--- config.mk ---
export PLATFORM = sky130hd
export DESIGN_NAME = i85_ram
export DESIGN_NICKNAME = d
export VERILOG_FILES = /design/src/rtl/i85_ram.sv
export SDC_FILE = /design/constraint.sdc
export NUM_CORES = 2
export LEC_CHECK = 0
export BUFFER_PORTS_ARGS = -buffer_cell sky130_fd_sc_hd__buf_2
export CORE_UTILIZATION = 40
export DETAILED_ROUTE_END_ITERATION = 6
export MAX_ROUTING_LAYER = met4
export SKIP_CTS_REPAIR_TIMING = 1
export SLEW_MARGIN = 10
export SYNTH_ARGS = -nofsm -noshare
export SYNTH_HDL_FRONTEND = slang
export SYNTH_SLANG_ARGS = --single-unit
--- constraint.sdc ---
create_clock -name clk -period 3.8 [get_ports clk]
set_input_delay 0.19 -clock clk [delete_from_list [all_inputs] [get_ports clk]]
set_output_delay 0.19 -clock clk [all_outputs]
set_load 0.005 [all_outputs]
--- src/rtl/i85_ram.sv ---
// generic single-port ram with registered read
`timescale 1ns / 1ps
module i85_ram #(
	parameter int WIDTH = 8,
	parameter int DEPTH = 256
) (
	input  logic                     clk,
	input  logic                     we,
	input  logic [$clog2(DEPTH)-1:0] addr,
	input  logic [WIDTH-1:0]         wdata,
	output logic [WIDTH-1:0]         rdata
);

	logic [WIDTH-1:0] mem_q [DEPTH];

	// write or read one entry a cycle
	always_ff @(posedge clk) begin
		if (we) begin
			mem_q[addr] <= wdata;
		end
		rdata <= mem_q[addr];
	end

endmodule

==> run_results.csv <==
group,metric,value,unit
outcome,status,"finished with violations",
global_route,grt_first_pass_wirelength,280,mm
setup_path,crit_fanout,1,
placed_design,hpwl,121,mm
routing,dr_wl_met2,93.0,mm
routing,wirelength,195,mm
routing,via_count,38200,
global_route,first_global_vias,38700,
routing,wl_per_cell,28.9,um
placed_design,io_buffer_count,25,
hold_path,hold_start,"wdata[6]",
yosys,ys_seq_elements,2056,
power_and_ir_drop,peakVddDrop,0.000495,V
global_route,grt_usage,0.203,
placed_design,place.gp.congestion,0.864,
clocking,cts_buffers,199,
routing,drc,0,
setup_path,rr_startpoint,"mem_q[43][2]",
global_route,grt_max_degree,156,
timing,fin_skew,0.0363,ns
floorplanning,initial_utilization,0.403,
timing,hold_slack,-0.0345,ns
hold_path,whs_path_depth,1,
floorplanning,die-area,198000,um2
floorplanning,core_region_area,195000,um2
outcome,violations,"negative hold slack",
yosys,ys_warn_count,0,
timing,finalSetupViolCount,0,
routing,drt_iter0_drc,4625,
yosys,synth_area_leader_cell,"edfxtp_1",
clocking,cts-root-buf,"clkbuf_16",
floorplanning,die_y,445,um
clocking,cts_tree,"built",
timing,max_slew_margin,0.200,
routing,met3_length,15.9,mm
yosys,synth.distinct_cells,22,
flow_run,maxCapViolations,0,
floorplanning,die_w,445,um
clocking,cts.reportedPaths.clkPinSlew,0.06,ns
yosys,synth_top_area_frac,0.783,
clocking,clock_latency,0.85,ns
setup_path,r2r_end,"rdata[2]",
routing,top_layer,"met4",
yosys,synthCells,3547,
clocking,clock_sinks,2056,
yosys,syn_area,78500,um2
timing,timing.final.crit_period,2.99,ns
hold_path,holdCritPathClass,"primary input to flip-flop",
timing,fmax,334,MHz
hold_path,hold_end,"mem_q[43][6]",
clocking,clock_path_buffers,3,
clocking,htreeDepth,4,
yosys,synth_nets,3565,
timing,slew_viol_final,0,
power_and_ir_drop,p_per_area,510,nW/um2
floorplanning,rows,162,
routing,detail-route-antenna-nets,0,
timing,setup_tns,0,ns
setup_path,crit_type,"flip-flop to flip-flop",
setup_path,worst_setup_path_start_kind,"flip-flop",
setup_path,rr_worst_depth,6,
timing,worst_pin_slew,1.20,ns
timing,post-route-period-util,0.787,
finish,drive_above_1_share,0.301,
timing,finalHoldViolCount,8,
routing,avgViaCountPerCell,5.65,
routing,drt_pre_antenna_iters,5,
setup_path,critPathRequiredTime,4.47,ns
global_route,overflow,0,
power_and_ir_drop,p_leak,0.0282,uW
setup_path,cp_data_arrival_time,3.66,ns
routing,met1Wirelength,81.4,mm
finish,final_nets,3985,
yosys,yosysSeqAreaShare,0.786,
global_route,antenna_found_initial,10,
finish,fill_cells,16100,
yosys,synth.avg_cell_area,22.1,um2
setup_path,r2r_setup_slack,0.81,ns
setup_path,worstSetupEndpointType,"flip-flop",
timing,rsz0062_at_grt,"false",
yosys,synthTopCellsByArea,"edfxtp_1, mux4_2, a22oi_1",
finish,syn2layout_area_growth,16.0,%
floorplanning,boundaryPins,26,
finish,postLayoutCoreUtil,0.467,
-- critical path: stages, from the launching register on --
cell and delay [ns]:
edfxtp_1 0.35, mux4_2 0.47, a22oi_1 0.41, a21oi_1 0.22, o41ai_1 0.99, buf_4 0.28
nand4_1 0.11
-- metal layers --
layer,global-route usage,vias up
li1,-,15900
met1,0.279,20500
met2,0.308,1528
met3,0.0429,274
met4,0.0589,0
met5,-,-
-- cell usage after synthesis, drive strengths merged --
library cell,count
o41ai,32
clkbuf,145
dfxtp,8
edfxtp,2048
nor3,30
nor2b,7
inv,1
mux4,512
nand3,13
nor2,232
and2,3
or3,1
or2,2
nand4,8
buf,87
nand2,28
a22oi,256
nand2b,6
a21oi,128
-- cell usage in the layout, fill, tap and decap left out, types with 6 or more instances in the layout --
cell,instances
clkbuf_16,200
nor3_1,30
buf_12,42
a21oi_1,128
edfxtp_1,2048
clkbuf_1,44
dlygate4sd3_1,7
clkinv_2,42
mux4_2,512
buf_4,377
buf_2,15
bufinv_16,12
a22oi_1,256
nor2_1,231
nand2_1,28
o41ai_1,32
nand4_1,8
diode_2,6
buf_8,10
clkinvlp_4,7
nand3_1,11
clkinv_16,7
dfxtp_1,8
clkinv_1,44
-- worst max-delay path by stage --
| stage | cells past startpoint | to | startpoint |
|---|---|---|---|
| after floorplan | 9 | mem_q[111][0] | addr[1] |
| after global placement | 8 | rdata[2] | addr[1] |
| after detailed placement | 8 | rdata[2] | addr[1] |
| after CTS | 6 | rdata[2] | mem_q[43][2] |
| after global routing | 6 | rdata[2] | mem_q[42][2] |
| final | 6 | rdata[2] | mem_q[43][2] |
-- area by class of cell --
| type | instances | area [um2] | share of cell area |
|---|---|---|---|
| repair buffers | 451 | 3970 | 0.0436 |
| flip-flops and latches | 2056 | 61700 | 0.677 |
| multi-input cells | 1258 | 15800 | 0.173 |
| inverters | 1 | 3.75 | 0.0000412 |
| well taps | 2624 | 3280 | 0.0361 |
| clock buffers | 247 | 5210 | 0.0573 |
| diodes | 6 | 15.0 | 0.000165 |
| clock inverters | 120 | 1110 | 0.0122 |
-- through the flow --
stage	cell area, um2	hold WS [ns]	total power, uW	cells	setup WS, ns
global route	91000	0.00282	47700	6763	0.818
detailed placement	84600	0.592	27800	6383	0.176
CTS	90900	-0.317	46800	6750	0.837
floorplan	78500	0.289	26600	3547	1.39
global placement	84600	0.592	27700	6383	0.209
finish	91000	-0.0345	46400	6763	0.809
-- flip-flops by register name, indices dropped and copies added, names as in the netlist --
signal and count:
rdata 8, mem_q 2048
-- cell families after synthesis --
kind of cell | share of synthesized area
simple gates | 0.0173
flops | 0.786
compound gates | 0.0362
buf+inv | 0.0140
mux | 0.147
-- power by group --
group	leakage [uW]	switching, uW	internal, uW
combinational	0.00665	1400	805
clock	0.00308	8570	10600
sequential	0.0185	42.8	25000
total	0.0282	10000	36400
Power figures use the tool's default switching activity.
